**config.mk**
```make
export PLATFORM = sky130hd
export DESIGN_NAME = can_bit_timing_search_flat
export DESIGN_NICKNAME = d
export VERILOG_FILES = /design/src/design/cbts_pkg.sv /design/src/design/cbts_if.sv /design/src/design/cbts_divider.sv /design/src/design/can_bit_timing_search.sv /design/src/flat_wrapper.sv
export SDC_FILE = /design/constraint.sdc
export NUM_CORES = 1
export LEC_CHECK = 0
export BUFFER_PORTS_ARGS = -buffer_cell sky130_fd_sc_hd__buf_2
export CORE_MARGIN = 5
export CORE_UTILIZATION = 66
export DETAILED_ROUTE_END_ITERATION = 12
export GPL_TIMING_DRIVEN = 0
export PLACE_DENSITY = 0.95
export SLEW_MARGIN = 20
export SYNTH_ARGS = -nofsm -noshare
export SYNTH_HDL_FRONTEND = slang
export SYNTH_SLANG_ARGS = --single-unit
```
**constraint.sdc**
```tcl
create_clock -name clk -period 5.38 [get_ports clk]
set_input_delay 0.269 -clock clk [delete_from_list [all_inputs] [get_ports clk]]
set_output_delay 0.269 -clock clk [all_outputs]
set_load 0.1 [all_outputs]
```
**src/design/cbts_pkg.sv**
```systemverilog
// Shared constants, state type and timing word packing for the CAN bit timing search.
package cbts_pkg;

	localparam int CLK_W    = 27;
	localparam int BAUD_W   = 20;
	localparam int DIV_MAX  = 15;
	localparam int Q_MAX    = 32;
	localparam int SEG_MIN  = 3;
	localparam int SEG_MAX  = 17;
	localparam int PRE_W    = 4;
	localparam int WORD_W   = 15;
	localparam int QM1_W    = 5;
	localparam int SEG_W    = 5;
	localparam int CNT_W    = $clog2(CLK_W);
	localparam int QD_W     = $clog2(Q_MAX * (DIV_MAX + 1) + 1);
	localparam int PROD_W   = $clog2(SEG_MAX * Q_MAX * (DIV_MAX + 1) + 1);
	localparam logic [CLK_W-1:0] CLK_RATE_RST = CLK_W'(48000000);

	typedef enum logic [1:0] {
		ST_IDLE,
		ST_DIV,
		ST_SEARCH,
		ST_DONE
	} cbts_state_t;

	// Pack quanta-1, sjw, seg1 and seg2 from the winning segment count.
	function automatic logic [WORD_W-1:0] timing_pack(input logic [QM1_W-1:0] qm1,
		input logic [SEG_W-1:0] segs);
		logic [SEG_W-1:0] rest;
		logic [SEG_W-1:0] s1;
		logic [SEG_W-1:0] s2;
		logic [1:0]       sjw;
		rest = segs - SEG_W'(SEG_MIN);
		s1   = rest >> 1;
		s2   = rest - s1;
		sjw  = (s1 > SEG_W'(3)) ? 2'd3 : s1[1:0];
		return {s2[2:0], s1[3:0], sjw, 1'b0, qm1};
	endfunction

endpackage

```
**src/design/cbts_if.sv**
```systemverilog
// Valid/ready channel interfaces for request, result and configuration transactions.
interface cbts_req_if import cbts_pkg::*; ();
	logic              valid;
	logic              ready;
	logic [BAUD_W-1:0] bit_rate;
	modport source (output valid, output bit_rate, input ready);
	modport sink   (input valid, input bit_rate, output ready);
endinterface

interface cbts_rsp_if import cbts_pkg::*; ();
	logic              valid;
	logic              ready;
	logic              found;
	logic [PRE_W-1:0]  prescaler_div;
	logic [WORD_W-1:0] timing_word;
	modport source (output valid, output found, output prescaler_div, output timing_word,
		input ready);
	modport sink   (input valid, input found, input prescaler_div, input timing_word,
		output ready);
endinterface

interface cbts_cfg_if import cbts_pkg::*; ();
	logic             valid;
	logic             ready;
	logic [CLK_W-1:0] data;
	modport source (output valid, output data, input ready);
	modport sink   (input valid, input data, output ready);
endinterface

```
**src/design/cbts_divider.sv**
```systemverilog
// Restoring divider, one quotient bit per cycle, for clocks per bit.
module cbts_divider import cbts_pkg::*; (
	input  logic              clk,
	input  logic              arst_n,
	input  logic              start,
	input  logic [CLK_W-1:0]  dividend,
	input  logic [BAUD_W-1:0] divisor,
	output logic              done,
	output logic [CLK_W-1:0]  quotient
);

	logic              busy_q;
	logic              done_q;
	logic [CNT_W-1:0]  cnt_q;
	logic [CLK_W-1:0]  dvd_q;
	logic [BAUD_W-1:0] dvs_q;
	logic [BAUD_W-1:0] rem_q;
	logic [BAUD_W:0]   rem_shift;
	logic [BAUD_W:0]   rem_diff;
	logic              ge;

	assign rem_shift = {rem_q, dvd_q[CLK_W-1]};
	assign ge        = rem_shift >= {1'b0, dvs_q};
	assign rem_diff  = rem_shift - {1'b0, dvs_q};

	always_ff @(posedge clk or negedge arst_n) begin
		if (!arst_n) begin
			busy_q <= 1'b0;
			done_q <= 1'b0;
			cnt_q  <= '0;
		end else begin
			done_q <= 1'b0;
			if (start) begin
				busy_q <= 1'b1;
				cnt_q  <= '0;
			end else if (busy_q) begin
				if (cnt_q == CNT_W'(CLK_W - 1)) begin
					busy_q <= 1'b0;
					done_q <= 1'b1;
				end
				cnt_q <= cnt_q + 1'b1;
			end
		end
	end

	always_ff @(posedge clk) begin
		if (start) begin
			dvd_q <= dividend;
			dvs_q <= divisor;
			rem_q <= '0;
		end else if (busy_q) begin
			// shift in the next dividend bit, subtract where it fits
			dvd_q <= {dvd_q[CLK_W-2:0], ge};
			rem_q <= ge ? rem_diff[BAUD_W-1:0] : rem_shift[BAUD_W-1:0];
		end
	end

	assign done     = done_q;
	assign quotient = dvd_q;

endmodule

```
**src/design/can_bit_timing_search.sv**
```systemverilog
// CAN bit timing search top level: divider, search sequencer and result register.
// Sequence: a zero bit rate gives its result in the cycle after the request transaction;
// otherwise the division runs, then one compare per tried triple (up to 7680 triples)
// and then the result. One request at a time.
// Throughput is set by the bit-serial divider and the one-compare-per-cycle search.
// Reset: asynchronous, active low; idles ready, clock rate register back to 48 MHz.
module can_bit_timing_search import cbts_pkg::*; (
	input  logic      clk,
	input  logic      arst_n,
	cbts_req_if.sink  req,
	cbts_rsp_if.source rsp,
	cbts_cfg_if.sink  cfg
);

	cbts_state_t state_q, state_nxt;

	logic [CLK_W-1:0]  clk_rate_q;
	logic              div_start;
	logic              div_done;
	logic [CLK_W-1:0]  quotient;
	logic              quo_ok;
	logic              req_acc;

	// Search registers: cpb to match, prescaler, quanta-1, segments, q*(d+1), product
	logic [PROD_W-1:0] cpb_q;
	logic [PRE_W-1:0]  d_q;
	logic [QM1_W-1:0]  qm1_q;
	logic [SEG_W-1:0]  s_q;
	logic [QD_W-1:0]   qd_q;
	logic [PROD_W-1:0] prod_q;

	logic              found_q;
	logic [PRE_W-1:0]  pre_q;
	logic [WORD_W-1:0] word_q;

	logic              hit;
	logic              s_last;
	logic              q_last;
	logic              d_last;
	logic [QD_W-1:0]   qd_q_step;
	logic [QD_W-1:0]   qd_d_step;
	logic [PROD_W-1:0] qd_q_ext;
	logic [PROD_W-1:0] qd_d_ext;

	// Configuration register: always ready; the user must write it only while idle, the block does not enforce this
	assign cfg.ready = 1'b1;

	always_ff @(posedge clk or negedge arst_n) begin
		if (!arst_n) begin
			clk_rate_q <= CLK_RATE_RST;
		end else if (cfg.valid) begin
			clk_rate_q <= cfg.data;
		end
	end

	assign req_acc = req.valid && req.ready;

	cbts_divider u_div (
		.clk      (clk),
		.arst_n   (arst_n),
		.start    (div_start),
		.dividend (clk_rate_q),
		.divisor  (req.bit_rate),
		.done     (div_done),
		.quotient (quotient)
	);

	// A clocks-per-bit value beyond the largest product, or zero, never matches
	assign quo_ok = (quotient[CLK_W-1:PROD_W] == '0) && (quotient != '0);

	assign hit    = (prod_q == cpb_q);
	assign s_last = (s_q == SEG_W'(SEG_MAX));
	assign q_last = (qm1_q == QM1_W'(Q_MAX - 1));
	assign d_last = (d_q == PRE_W'(DIV_MAX));

	// Next quanta: add (d+1); next prescaler: quanta back to 1, so q*(d+1) = d+2
	assign qd_q_step = qd_q + QD_W'(d_q) + QD_W'(1);
	assign qd_d_step = QD_W'(d_q) + QD_W'(2);
	assign qd_q_ext  = PROD_W'(qd_q_step);
	assign qd_d_ext  = PROD_W'(qd_d_step);

	// Next state
	always_comb begin
		state_nxt = state_q;
		unique case (state_q)
			ST_IDLE: begin
				if (req_acc) begin
					state_nxt = (req.bit_rate == '0) ? ST_DONE : ST_DIV;
				end
			end
			ST_DIV: begin
				if (div_done) begin
					state_nxt = quo_ok ? ST_SEARCH : ST_DONE;
				end
			end
			ST_SEARCH: begin
				if (hit || (s_last && q_last && d_last)) begin
					state_nxt = ST_DONE;
				end
			end
			ST_DONE: begin
				if (rsp.ready) begin
					state_nxt = ST_IDLE;
				end
			end
			default: state_nxt = ST_IDLE;
		endcase
	end

	// Outputs of the sequencer
	always_comb begin
		req.ready = 1'b0;
		rsp.valid = 1'b0;
		div_start = 1'b0;
		unique case (state_q)
			ST_IDLE: begin
				req.ready = 1'b1;
				div_start = req.valid && (req.bit_rate != '0);
			end
			ST_DIV:    ;
			ST_SEARCH: ;
			ST_DONE: begin
				rsp.valid = 1'b1;
			end
			default: ;
		endcase
	end

	always_ff @(posedge clk or negedge arst_n) begin
		if (!arst_n) begin
			state_q <= ST_IDLE;
		end else begin
			state_q <= state_nxt;
		end
	end

	// Search datapath: one compare per cycle, segments innermost
	always_ff @(posedge clk) begin
		if (req_acc) begin
			// clear the result: holds for zero rate and for no match
			found_q <= 1'b0;
			pre_q   <= '0;
			word_q  <= '0;
		end
		if (state_q == ST_DIV && div_done) begin
			cpb_q  <= quotient[PROD_W-1:0];
			d_q    <= '0;
			qm1_q  <= '0;
			s_q    <= SEG_W'(SEG_MIN);
			qd_q   <= QD_W'(1);
			prod_q <= PROD_W'(SEG_MIN);
		end else if (state_q == ST_SEARCH) begin
			if (hit) begin
				found_q <= 1'b1;
				pre_q   <= d_q;
				word_q  <= timing_pack(qm1_q, s_q);
			end else if (!s_last) begin
				s_q    <= s_q + 1'b1;
				prod_q <= prod_q + PROD_W'(qd_q);
			end else if (!q_last) begin
				// advance quanta, segments back to the minimum
				s_q    <= SEG_W'(SEG_MIN);
				qm1_q  <= qm1_q + 1'b1;
				qd_q   <= qd_q_step;
				prod_q <= qd_q_ext + (qd_q_ext << 1);
			end else if (!d_last) begin
				// advance prescaler, quanta and segments back to the start
				s_q    <= SEG_W'(SEG_MIN);
				qm1_q  <= '0;
				d_q    <= d_q + 1'b1;
				qd_q   <= qd_d_step;
				prod_q <= qd_d_ext + (qd_d_ext << 1);
			end
		end
	end

	assign rsp.found         = found_q;
	assign rsp.prescaler_div = pre_q;
	assign rsp.timing_word   = word_q;

endmodule

```
**src/flat_wrapper.sv**
```systemverilog
// flat-port wrapper written by rule: the top's interface ports become plain ports
module can_bit_timing_search_flat import cbts_pkg::*;
  (clk, arst_n, req_valid, req_bit_rate, req_ready, rsp_valid, rsp_found, rsp_prescaler_div, rsp_timing_word, rsp_ready, cfg_valid, cfg_data, cfg_ready);
  cbts_req_if req_i ();
  cbts_rsp_if rsp_i ();
  cbts_cfg_if cfg_i ();
  input  logic clk;
  input  logic arst_n;
  input wire logic [$bits(req_i.valid)-1:0] req_valid;
  input wire logic [$bits(req_i.bit_rate)-1:0] req_bit_rate;
  output wire logic [$bits(req_i.ready)-1:0] req_ready;
  output wire logic [$bits(rsp_i.valid)-1:0] rsp_valid;
  output wire logic [$bits(rsp_i.found)-1:0] rsp_found;
  output wire logic [$bits(rsp_i.prescaler_div)-1:0] rsp_prescaler_div;
  output wire logic [$bits(rsp_i.timing_word)-1:0] rsp_timing_word;
  input wire logic [$bits(rsp_i.ready)-1:0] rsp_ready;
  input wire logic [$bits(cfg_i.valid)-1:0] cfg_valid;
  input wire logic [$bits(cfg_i.data)-1:0] cfg_data;
  output wire logic [$bits(cfg_i.ready)-1:0] cfg_ready;
  assign req_i.valid = req_valid;
  assign req_i.bit_rate = req_bit_rate;
  assign req_ready = req_i.ready;
  assign rsp_valid = rsp_i.valid;
  assign rsp_found = rsp_i.found;
  assign rsp_prescaler_div = rsp_i.prescaler_div;
  assign rsp_timing_word = rsp_i.timing_word;
  assign rsp_i.ready = rsp_ready;
  assign cfg_i.valid = cfg_valid;
  assign cfg_i.data = cfg_data;
  assign cfg_ready = cfg_i.ready;
  can_bit_timing_search u_core (.clk(clk), .arst_n(arst_n), .req(req_i), .rsp(rsp_i), .cfg(cfg_i));
endmodule
```
# Word-level counts from Yosys, hierarchy flattened
# Cells that the tools add are included.
totals:
  input_bits: 52
  word_cells: 109
  out_inout_bits: 23
  regBits: 175
op_classes:
  reduce_logical: 17
  n_eq_ne: 14
  n_bitwise: 2
  n_lt_le_gt_ge: 2
  n_mux: 44
  n_addsub: 13
ops:
  columns: ["op", "count"]
  rows:
  - ["15-bit two-way mux", 4]
  - ["27-bit two-way mux", 2]
  - ["14-bit two-way mux", 3]
  - ["5-bit two-way mux", 7]
  - ["27-bit nonzero test", 1]
  - ["10-bit by 11-bit adder with 12-bit output", 2]
  - ["21-bit by 20-bit greater-or-equal comparator with 1-bit output", 1]
  - ["20-bit zero test", 1]
  - ["10-bit two-way mux", 2]
  - ["20-bit two-way mux", 1]
  - ["20-bit nonzero test", 1]
  - ["20-bit subtractor", 1]
  - ["4-bit two-way mux", 4]
  - ["5-bit by 1-bit adder with 5-bit output, second input constant", 3]
  - ["5-bit == test, second input constant", 3]
  - ["14-bit by 10-bit adder with 14-bit output", 1]
  - ["14-bit == test", 1]
  - ["1-bit two-way mux", 14]
  - ["13-bit zero test", 1]
  - ["2-bit two-way mux", 6]
  - ["10-bit by 1-bit adder with 10-bit output, second input constant", 1]
  - ["10-bit by 4-bit adder with 10-bit output", 1]
  - ["2-bit case mux with 4 select lines", 1]
  - ["4-bit AND reduction", 2]
  - ["18 further kinds", 28]

# Logic depth before layout (Yosys ltp)
# Gate-level depths: netlist of the first run.
depth:
  depth_word: 7
  ltp_mapped: 16
  ltp_nobuf: 16

# Hierarchy
# Synthesis of the first run repeated with hierarchy kept, for this count alone.
unflattened:
  hier_cells: 965
  hier_area_um2: 9855.7
modules_own_cells:
  columns: ["mod", "cells_each", "seq_area_each_um2", "area_each_um2", "instances"]
  rows:
  - ["can_bit_timing_search", 596, 2319.7, 5811.8, 1]
  - ["cbts_divider", 369, 1986.9, 4043.9, 1]

# Worst setup path before layout of the first run
# No wires, ideal clock.
synth_path:
  path_type: "register -> register"
  startpoint: "register u_core.state_q[0]"
  endpoint: "register u_core.u_div.dvd_q[0] (netlist: u_core.u_div.quotient[0]) (data pin)"
  t_arrival_ns: 3.032
  synth_period_minus_slack_ns: 3.326
  path_stages_with_launch: 8
  slack_ns: 2.054
  n_path_buf: 2
  setup_ns: 0.294
  required_ns: 5.086
  cell_sequence: "dfrtp_1 inv_1 ha_1 nand2_1 nor2_1 buf_1 clkbuf_1 a21oi_1"
synth_via:
  elab_chain_len: 3
synth_rtl:
  columns: ["item", "line_no", "text"]
  rows:
  - ["start: declaration", "can_bit_timing_search.sv:15", "cbts_state_t state_q, state_nxt;"]
  - ["start signal: assignment", "can_bit_timing_search.sv:133", "state_q <= state_nxt;"]
  - ["2-bit zero test", "can_bit_timing_search.sv:115", "unique case (state_q)"]
  - ["1-bit two-way mux", "can_bit_timing_search.sv:115", null]
  - ["via u_core.div_start", "can_bit_timing_search.sv:18", "logic div_start;"]
  - ["27-bit two-way mux", "cbts_divider.sv:47", "if (start) begin"]
  - ["end signal: assignment", "cbts_divider.sv:48", "dvd_q <= dividend;"]
  - ["end signal: assignment", "cbts_divider.sv:53", "dvd_q <= {dvd_q[CLK_W-2:0], ge};"]
  - ["end: declaration", "cbts_divider.sv:15", "logic [CLK_W-1:0] dvd_q;"]
# The timed path passes the listed nets, and every way through them passes these cells.
# A chain may end at the register's enable or synchronous reset.

# Worst setup path in the final report of the first run
layout_path:
  startpoint: "register u_core.d_q[0]"
  endpoint: "register u_core.prod_q[10]"
layout_via:
  elab_chain_len: 5
  word_cells_on_any_way: 11
  cone_classes: "5 x add/sub; 2 x eq/ne; 3 x mux; 1 x reduce/logical"
layout_rtl:
  columns: ["item", "line_no", "text"]
  rows:
  - ["start: declaration", "can_bit_timing_search.sv:26", "logic [PRE_W-1:0] d_q;"]
  - ["start signal: assignment", "can_bit_timing_search.sv:170", "d_q <= d_q + 1'b1;"]
  - ["10-bit by 4-bit adder with 10-bit output / 4-bit by 2-bit adder with 5-bit output (equally long branches)", "can_bit_timing_search.sv:77, can_bit_timing_search.sv:78", null]
  - ["10-bit by 1-bit adder with 10-bit output / 10-bit by 11-bit adder with 12-bit output (equally long branches)", "can_bit_timing_search.sv:77, can_bit_timing_search.sv:172", null]
  - ["10-bit by 11-bit adder with 12-bit output / 14-bit two-way mux (equally long branches)", "can_bit_timing_search.sv:165, can_bit_timing_search.sv:166", null]
  - ["14-bit two-way mux", "can_bit_timing_search.sv:160", "end else if (!q_last) begin"]
  - ["14-bit two-way mux", "can_bit_timing_search.sv:157", "end else if (!s_last) begin"]
  - ["end signal: assignment", "can_bit_timing_search.sv:159", "prod_q <= prod_q + PROD_W'(qd_q);"]
  - ["end signal: assignment", "can_bit_timing_search.sv:165", "prod_q <= qd_q_ext + (qd_q_ext << 1);"]
  - ["end signal: assignment", "can_bit_timing_search.sv:172", "prod_q <= qd_d_ext + (qd_d_ext << 1);"]
  - ["end: declaration", "can_bit_timing_search.sv:30", "logic [PROD_W-1:0] prod_q;"]
# Several ways; a longest one is shown, not always the timed one. The select of a mux whose other input is x is not followed.

==> metrics.txt, run 1 <==
status=complete, no violations; first-pass GRT wire length=39900 um; Hold Path Stages=1; Post-DP HPWL=17300 um; Reg clk slew, reported paths=0.07 ns; die width=132 um; most common cell in the synthesized netlist=nor2_1; Clock Skew=0.00931 ns; gpl congestion=0.952; Pre-antenna DRT Iters=5; FF-to-FF Start=u_core.d_q[0]$_SDFFE_PP0P_; Worst path depth=14; CP startpoint kind=register; global route overflow=0; largest cells by area after synthesis=edfxtp_1, dfxtp_1, ha_1; Routed Antenna Nets=0; min-delay src=req_bit_rate[0]; Port Buffers=72; Net Count, Synth=1111; I/O pins=75; WP data required=5.74 ns; Num CTS Buffers=17; Pleak=4.59 nW; Synth top cells by count=nor2_1, dfxtp_1, ha_1, inv_1, edfxtp_1; Netlist cell types=83; htree depth=4; Post-synth top flop=dfxtp_1; drt wl/cell=19.2 um; largest net degree at the start of global routing=37; die height=132 um; vias in the first global route=8147; Core Footprint=14600 um2; mapped cell area=9870 um2; Via density=6.42; CTS root buf=clkbuf_16; effective utilization at floorplan=0.676; Rows=44; CP arrival=4.23 ns; GRT Util Overall=0.278; maximum vdd ir drop=0.277 mV; share of cells above drive strength 1=0.184; final wirelength=24600 um; final core occ=0.759; DP Area=10500 um2; hold slack=0.00734 ns; # setup viols final=0; R2R Path End=u_core.prod_q[10]$_SDFFE_PP0P_; Clock Sinks=175; Avg Inst Size Synth=9.97 um2; R2R setup slack=1.50 ns; Max Root-Sink Buffers=2; Yosys warnings=0; RSZ-0062 raised after global routing=false; Yosys reg bits=175; Final Hold Vio Count=0; Max Cap Violations=0; initial drt markers=900; worst setup path category=register to register; # diodes=0; filler instances=894; Synth Instances=990; nets=1203; number of synthesized flops with an enable pin=61; Yosys top cell area share=0.186; Slew headroom=0.444; Tcrit/Tclk final=0.721; Power Dens Cells=246 nW/um2; postcts setup bufs=0; ordered list of cells on the worst path=inv_1, ha_1, fa_1, nor2b_4, o21ai_0, nand2_1, nand3_1, xnor2_1, ha_1, nand2_1, o31ai_1, nor3_1, or4_1, o211ai_1; vias post-DR=8210; initial antenna violation count=0; worst-path fanout max=6; Worst Hold Class=primary input to register; r2r worst-path depth=14; cts-stage hold buffer count=1; Post-Layout Inst Area=11100 um2; DRC Markers=0; ys async rst share=0.206; Buffers & Inverters on Critical Path=1; clk_lat worst skew=0.45 ns; Slew @ Worst Pin=0.827 ns; Hold Path End=u_core.u_div.dvs_q[0]$_DFFE_PP_; crit path max-delay cell type=or4_1; setup TNS=0 ns; Final Max Tran Viols=0; sequential area share after synthesis=0.436; fmax=258 MHz; CTS resizes=0; CTS tree=built; largest area contributor in the netlist=edfxtp_1; family with the most delay on the worst path=simple AND/OR/NAND/NOR gates; Worst Setup End Kind=register; CP max stage delay=0.49 ns; Die ar.=17500 um2; min cycle time layout=3.88 ns; Area growth syn-to-layout=12.2%
## per-layer routing
metal,GRT usage,part of all wire,vias to the layer above
met4,0.120,0.034,0
li1,-,-,3762
met3,0.0580,0.081,99
met2,0.472,0.49,470
met5,0,0,-
met1,0.343,0.40,3879
## metrics by stage
stage	cells	total power [mW]	worst slack [ns]
global route	1279	2.79	1.18
finish	1279	2.73	1.50
CTS	1279	2.73	1.57
detailed placement	1246	1.49	1.62
floorplan	990	1.45	2.05
global placement	1246	1.49	1.69
## worst max-delay path by stage
stage / startpoint / end / slack (ns)
final: u_core.d_q[0]$_SDFFE_PP0P_ / u_core.prod_q[10]$_SDFFE_PP0P_ / 1.50
after global routing: u_core.d_q[0]$_SDFFE_PP0P_ / u_core.prod_q[8]$_SDFFE_PP0P_ / 1.18
after CTS: u_core.d_q[0]$_SDFFE_PP0P_ / u_core.prod_q[8]$_SDFFE_PP0P_ / 1.57
after detailed placement: u_core.d_q[0]$_SDFFE_PP0P_ / u_core.prod_q[10]$_SDFFE_PP0P_ / 1.62
after global placement: u_core.d_q[0]$_SDFFE_PP0P_ / u_core.prod_q[10]$_SDFFE_PP0P_ / 1.69
after floorplan: u_core.state_q[0]$_DFFE_PN0P_ / u_core.u_div.quotient[0]$_DFFE_PP_ / 2.05
## cells in the final DEF (no fill, tap or decap), types with 12 or more instances in the layout
master      n
edfxtp_1   61
xnor2_1    40
nor3_1     26
nor2_1     81
nand3_1    29
dfxtp_1    78
inv_1      65
nand4_1    12
clkbuf_16  17
ha_1       65
buf_2      74
a21o_1     16
a21oi_1    55
nand2_1    52
nor4_1     13
dfrtp_1    26
mux2_2     52
o211ai_1   13
a211oi_1   27
clkbuf_1   30
xor2_1     30
o21ai_0    54
## registers in the layout, summed over array words and instances, names as in the netlist, 2 cells and up
| name | flops |
|---|---|
| u_core.clk_rate_q | 27 |
| u_core.cpb_q | 14 |
| u_core.d_q | 4 |
| u_core.prod_q | 14 |
| u_core.qd_q | 10 |
| u_core.qm1_q | 5 |
| u_core.rsp.prescaler_div | 4 |
| u_core.rsp.timing_word | 15 |
| u_core.s_q | 5 |
| u_core.state_q | 2 |
| u_core.u_div.cnt_q | 5 |
| u_core.u_div.dvs_q | 20 |
| u_core.u_div.quotient | 27 |
| u_core.u_div.rem_q | 20 |
## logic make-up after synthesis
family,count (synthesis),synth area share
other cells,1,0.000380
flops,175,0.436
xor+xnor,71,0.0644
mux,62,0.0695
simple gates,275,0.138
fa+ha+maj,69,0.0905
compound gates,231,0.158
buf+inv,106,0.0429
## power breakdown
part           internal (mW)  switching (mW)
combinational         0.0326          0.0277
sequential              1.39          0.0131
clock                  0.710           0.552
## worst register-to-register path: cells and delay by family, from the launching register on
family	cells	cell delay [ns]
compound gates	3	0.62
buf+inv	1	0.13
flops	1	0.48
xor+xnor	1	0.22
fa+ha+maj	3	1.05
simple gates	6	1.29
## layout make-up
cell class | instances | area (um2) | share of cell area
plain buffers | 40 | 178 | 0.0161
multi-input cells | 709 | 5140 | 0.464
well taps | 184 | 230 | 0.0208
clock inverters | 12 | 150 | 0.0136
repair buffers | 73 | 370 | 0.0335
flip-flops and latches | 175 | 4310 | 0.389
clock buffers | 20 | 447 | 0.0404
inverters | 66 | 248 | 0.0224
Power figures use the tool's default switching activity.
==> run 2, diff against run 1 <==
Settings changed: CORE_UTILIZATION 66 to 61, PLACE_DENSITY 0.95 to 0.92.
Clock period 5.38 ns to 3.75 ns, I/O delays scaled along.
==> run 2 against run 1 <==
Compared with the run above:
- register-to-register slack got worse by 1.3 ns
- highest routed layer unchanged
- via count grew 3.2%
- global-route usage is 1.3 points higher
- count of clock-buffer cells in the layout stayed put
- clock power up 39%
- combinational power rose by 110%
==> metrics.txt, run 2 (synthesized netlist as in run 1, its figures left out) <==
status=complete, no violations; Tcrit/Tclk final=0.945; I/O pins=75; most frequent cells in the layout=nor2_1, dfxtp_1, buf_2; Rows=46; Clock Sinks=175; CTS root buf=clkbuf_16; WP data required=4.11 ns; Worst Setup End Kind=register; GR Layer Usage met2=0.483; R2R setup slack=0.21 ns; CP arrival=3.91 ns; Max Cap Violations=0; Final Max Tran Viols=0; Routed Antenna Nets=0; busiest grt layer=met2; CP startpoint kind=register; r2r worst-path depth=14; Reg clk slew, reported paths=0.07 ns; htree depth=4; share of cells above drive strength 1=0.186; Hold Path End=u_core.clk_rate_q[1]$_DFFE_PN0P_; # setup viols final=0; Setup crit start=u_core.qd_q[1]$_SDFFE_PP0P_; min-delay src=cfg_data[1]; Final WS setup=0.206 ns; vias post-DR=8475; Die ar.=18800 um2; cell mode on critical path=nand2_1; Clock Skew=0.0121 ns; CTS tree=built; Area growth syn-to-layout=17.5%; initial drt markers=961; pre-CTS setup slack=-0.00472 ns; Power Dens Cells=336 nW/um2; Num CTS Buffers=17; gpl congestion=0.916; effective utilization at floorplan=0.621; Worst Hold Class=primary input to register; die width=137 um; DRC Markers=0; R2R Path End=u_core.prod_q[8]$_SDFFE_PP0P_; first-pass GRT wire length=42500 um; worst-path fanout max=5; clk_lat worst skew=0.44 ns; Via density=6.24; Max Root-Sink Buffers=2; nets=1251; final core occ=0.730; Port Buffers=72; worst setup path category=register to register; Hold Path Stages=2; FF-to-FF Start=u_core.qd_q[1]$_SDFFE_PP0P_; Slew headroom=0.414; ordered list of cells on the worst path=inv_1, fa_1, nor2b_4, o21ai_1, nand2_1, nand3_2, xnor2_2, ha_2, nand2_1, a311oi_2, nor3_1, xor2_1, or3_1, a31oi_1; fmax=282 MHz; final wirelength=26500 um; overall power=3.90 mW; Pre-antenna DRT Iters=5; Buffers & Inverters on Critical Path=1; # diodes=0; Worst path depth=14; crit path max-delay cell type=fa_1; commonest non-fill, non-tap cell in the layout=nor2_1; die height=137 um; min cycle time layout=3.54 ns; CP max stage delay=0.51 ns; initial antenna violation count=0; met3 Track Usage GR=0.0486; largest net degree at the start of global routing=37; vias in the first global route=8410; Core Footprint=15900 um2; Slew @ Worst Pin=0.871 ns; family with the most delay on the worst path=simple AND/OR/NAND/NOR gates; GRT Util Overall=0.290; setup TNS=0 ns; met1 usage=0.367; Post-DP HPWL=17100 um; global route overflow=0; Final Hold Vio Count=0; Pleak=4.79 nW; drt wl/cell=19.5 um; maximum vdd ir drop=0.356 mV
[run 2: worst max-delay path by stage]
| stage | end | slack, ns |
|---|---|---|
| floorplan | u_core.u_div.quotient[0]$_DFFE_PP_ | 0.42 |
| global placement | u_core.prod_q[8]$_SDFFE_PP0P_ | 0.06 |
| detailed placement | u_core.prod_q[8]$_SDFFE_PP0P_ | -0.005 |
| CTS | u_core.prod_q[8]$_SDFFE_PP0P_ | 0.007 |
| global route | u_core.prod_q[8]$_SDFFE_PP0P_ | -0.006 |
| finish | u_core.prod_q[8]$_SDFFE_PP0P_ | 0.21 |
[run 2: repair_timing]
item,in CTS,in global routing
endpoints found under the hold margin,70,2
pin swaps,0,3
hold buffers,45,2
gates resized for setup,3,7
buffers inserted,0,2
endpoints found under the setup margin,2,5
[run 2: worst reg2reg max path: cells and delay by family (launching register included)]
kind            cells  cell delay [ns]
compound gates      3             0.54
xor+xnor            2             0.36
fa+ha+maj           2             0.90
buf+inv             1             0.16
flops               1             0.45
simple gates        6             1.05
[run 2: report_power, final]
group	leakage (nW)	internal [mW]	total [mW]	switching (mW)
registers	1.53	1.99	2.02	0.0208
clock network	0.276	0.919	1.75	0.835
logic	2.99	0.0781	0.129	0.0504
total	4.79	2.99	3.90	0.906
[run 2: metal layers]
metal | routed length (um) | share of wire
met1 | 10500 | 0.40
met2 | 12800 | 0.48
met3 | 2020 | 0.076
met4 | 1170 | 0.044
met5 | 0 | 0
[run 2: area by class of cell]
cell class                      instances  area (um2)
Tap cell                              216         270
Clock inverter                         12         118
Timing Repair Buffer                  121         846
Clock buffer                           20         458
Sequential cell                       175        4310
Fill cell                            1026        4290
Inverter                               66         248
Buffer                                 40         178
Multi-Input combinational cell        709        5170
[run 2: stage by stage]
stage	cell area [um2]	std cells	hold slack, ns
after CTS	11500	1355	0.00428
after global routing	11600	1359	0.0200
after global placement	10500	1278	0.313
after floorplan	9870	990	-0.108
after detailed placement	10500	1278	0.304
final	11600	1359	0.0230
==> run 3, diff against run 2 <==
Settings changed: SYNTH_HIERARCHICAL from default to 1.
==> run 3 against run 2 <==
Compared with the run above:
- clock power is essentially flat
- synthesized cell count down 2.5%
- largest power group is now combinational cells
- die area is 0.12% lower
- critical endpoint is now u_core/u_div/rem_q[11]$_SDFFE_PP0P_
- critical path type unchanged
- synthesized area fell by 0.13%
- combinational power rose to 32 times the previous value
- first-iteration DRC count is 21% lower
==> metrics.txt, run 3 <==
Max Cap Violations=0; # diodes=0; Max Root-Sink Buffers=2; CTS tree=built; Hold Path End=u_core/clk_rate_q[8]$_DFFE_PN0P_; Area growth syn-to-layout=17.2%; Hold Path Stages=2; vias post-DR=8167; fmax=279 MHz; largest cells by area after synthesis=edfxtp_1, dfxtp_1, ha_1; R2R Path End=u_core/u_div/rem_q[11]$_SDFFE_PP0P_; effective utilization at floorplan=0.620; hold slack=0.0179 ns; clk_lat worst skew=0.43 ns; ys async rst share=0.206; Net Count, Synth=1084; global route overflow=0; Routed Antenna Nets=0; largest area contributor in the netlist=edfxtp_1; FF-to-FF Start=u_core/state_q[0]$_DFFE_PN0P_; Num CTS Buffers=17; Yosys reg bits=175; Worst Setup End Kind=register; gpl congestion=0.946; clock share of power=0.195; Worst Hold Class=primary input to register; DP Area=10500 um2; Rows=46; vias in the first global route=8175; Slew @ Worst Pin=0.850 ns; r2r worst-path depth=10; Pre-antenna DRT Iters=5; Port Buffers=72; status=complete, no violations; Slew headroom=0.433; initial antenna violation count=1; GRT Util Overall=0.278; Synth Instances=965; Yosys top cell area share=0.186; WP data required=4.02 ns; Final Hold Vio Count=0; number of synthesized flops with an enable pin=61; CP startpoint kind=register; most common cell in the synthesized netlist=dfxtp_1; final core occ=0.727; worst setup path category=register to register; Int Pwr=5.22 mW; Final WS setup=0.166 ns; Reg clk slew, reported paths=0.07 ns; Flop pwr share=0.343; commonest non-fill, non-tap cell in the layout=buf_2; most frequent cells in the layout=buf_2, dfxtp_1, nor2_1; Final Max Tran Viols=0; maximum vdd ir drop=0.478 mV; Post-DP HPWL=17000 um; share of cells above drive strength 1=0.196; Post-Layout Inst Area=11500 um2; largest net degree at the start of global routing=37; # setup viols final=0; Via density=6.14; die height=137 um; min cycle time layout=3.58 ns; DRC Markers=0; nets=1220; final wirelength=25300 um; filler instances=1073; Switching Share=0.417; sw power=3.74 mW; min-delay src=cfg_data[8]; mapped cell area=9860 um2; Power Dens Cells=775 nW/um2; Yosys warnings=6; pre-CTS setup slack=-0.310 ns; CTS root buf=clkbuf_16; Avg Inst Size Synth=10.2 um2; R2R setup slack=0.17 ns; Clock Skew=0.0141 ns; Die ar.=18800 um2; first-pass GRT wire length=41000 um; Post-synth top flop=dfxtp_1; sequential area share after synthesis=0.437; Pleak=4.84 nW; initial drt markers=758; I/O pins=75; drt wl/cell=19.0 um; Tcrit/Tclk final=0.956; Synth top cells by count=dfxtp_1, nor2_1, ha_1; htree depth=4; worst-path fanout max=21; Netlist cell types=87; CP arrival=3.86 ns; die width=137 um; Clock Sinks=175; Core Footprint=15900 um2; RSZ-0062 raised after global routing=false; part of the power in combinational logic=0.462
==> run 3: cell families (layout without fill, tap and decap cells) <==
family / count (synthesis) / count (layout) / share of synthesized area
XOR/XNOR: 74 / 74 / 0.0696
other: 1 / 1 / 0.000380
buffers and inverters: 96 / 245 / 0.0420
multiplexers: 75 / 75 / 0.0833
flip-flops: 175 / 175 / 0.437
adder cells (fa/ha/maj): 67 / 67 / 0.0889
AND/OR/NAND/NOR: 265 / 265 / 0.135
AO/OA/AOI/OAI: 212 / 212 / 0.144
==> run 3: worst max-delay path, stage by stage, from the launching register on <==
cell	delay (ns)
dfrtp_1	0.40
inv_1	0.13
ha_2	0.27
nand2_1	0.10
clkbuf_1	0.32
nor2_4	0.61
clkbuf_1	0.48
inv_1	0.22
nand2_1	0.17
clkbuf_1	0.48
o311ai_0	0.23
==> run 3: worst max-delay path by stage <==
stage / start / to / slack (ns) / cells after the start
after global placement: u_core/state_q[0]$_DFFE_PN0P_ / u_core/u_div/quotient[14]$_DFFE_PP_ / -0.30 / 8
after detailed placement: u_core/state_q[0]$_DFFE_PN0P_ / u_core/u_div/quotient[21]$_DFFE_PP_ / -0.31 / 8
after floorplan: u_core/state_q[0]$_DFFE_PN0P_ / u_core/u_div/quotient[0]$_DFFE_PP_ / 0.24 / 8
after global routing: u_core/state_q[0]$_DFFE_PN0P_ / u_core/u_div/rem_q[11]$_SDFFE_PP0P_ / 0.01 / 10
after CTS: u_core/d_q[0]$_SDFFE_PP0P_ / u_core/prod_q[8]$_SDFFE_PP0P_ / 0.11 / 13
final: u_core/state_q[0]$_DFFE_PN0P_ / u_core/u_div/rem_q[11]$_SDFFE_PP0P_ / 0.17 / 10
==> run 3: final cells by class <==
class	instances	area, um2	share of cell area
Multi-Input combinational cell	694	5170	0.448
Clock inverter	13	140	0.0121
Sequential cell	175	4310	0.373
Timing Repair Buffer	116	801	0.0693
Tap cell	216	270	0.0234
Buffer	36	190	0.0165
Inverter	60	229	0.0198
Clock buffer	19	433	0.0375
Timing Repair inverter	1	7.51	0.000650
==> run 3: per-stage QoR <==
step	TNS (ns)	power (mW)	instances
global route	0	9.42	1330
CTS	0	8.83	1330
detailed placement	-8.59	6.98	1253
floorplan	0	6.11	965
global placement	-8.43	6.79	1253
finish	0	8.95	1330
==> run 3: power groups by stage <==
stage	registers, mW	logic, mW	clock network (mW)
finish	3.07	4.14	1.74
global route	3.13	4.44	1.85
CTS	3.06	4.02	1.75
detailed placement	3.08	3.89	0
global placement	3.05	3.74	0
floorplan	3.38	2.73	0
==> run 3: what timing repair did <==
action | 4_1_cts | 5_1_grt
endpoints found under the hold margin | 69 | 0
gates cloned | 1 | 0
setup buffers | 0 | 0
gates resized for setup | 4 | 4
hold buffers | 44 | 0
endpoints found under the setup margin | 38 | 5
==> run 3: routing by layer <==
layer	GRT usage	share of wire	routed length [um]
met2	0.486	0.50	12700
met5	0.00278	0.00051	13
met4	0.125	0.038	959
met1	0.330	0.39	9940
met3	0.0570	0.066	1680
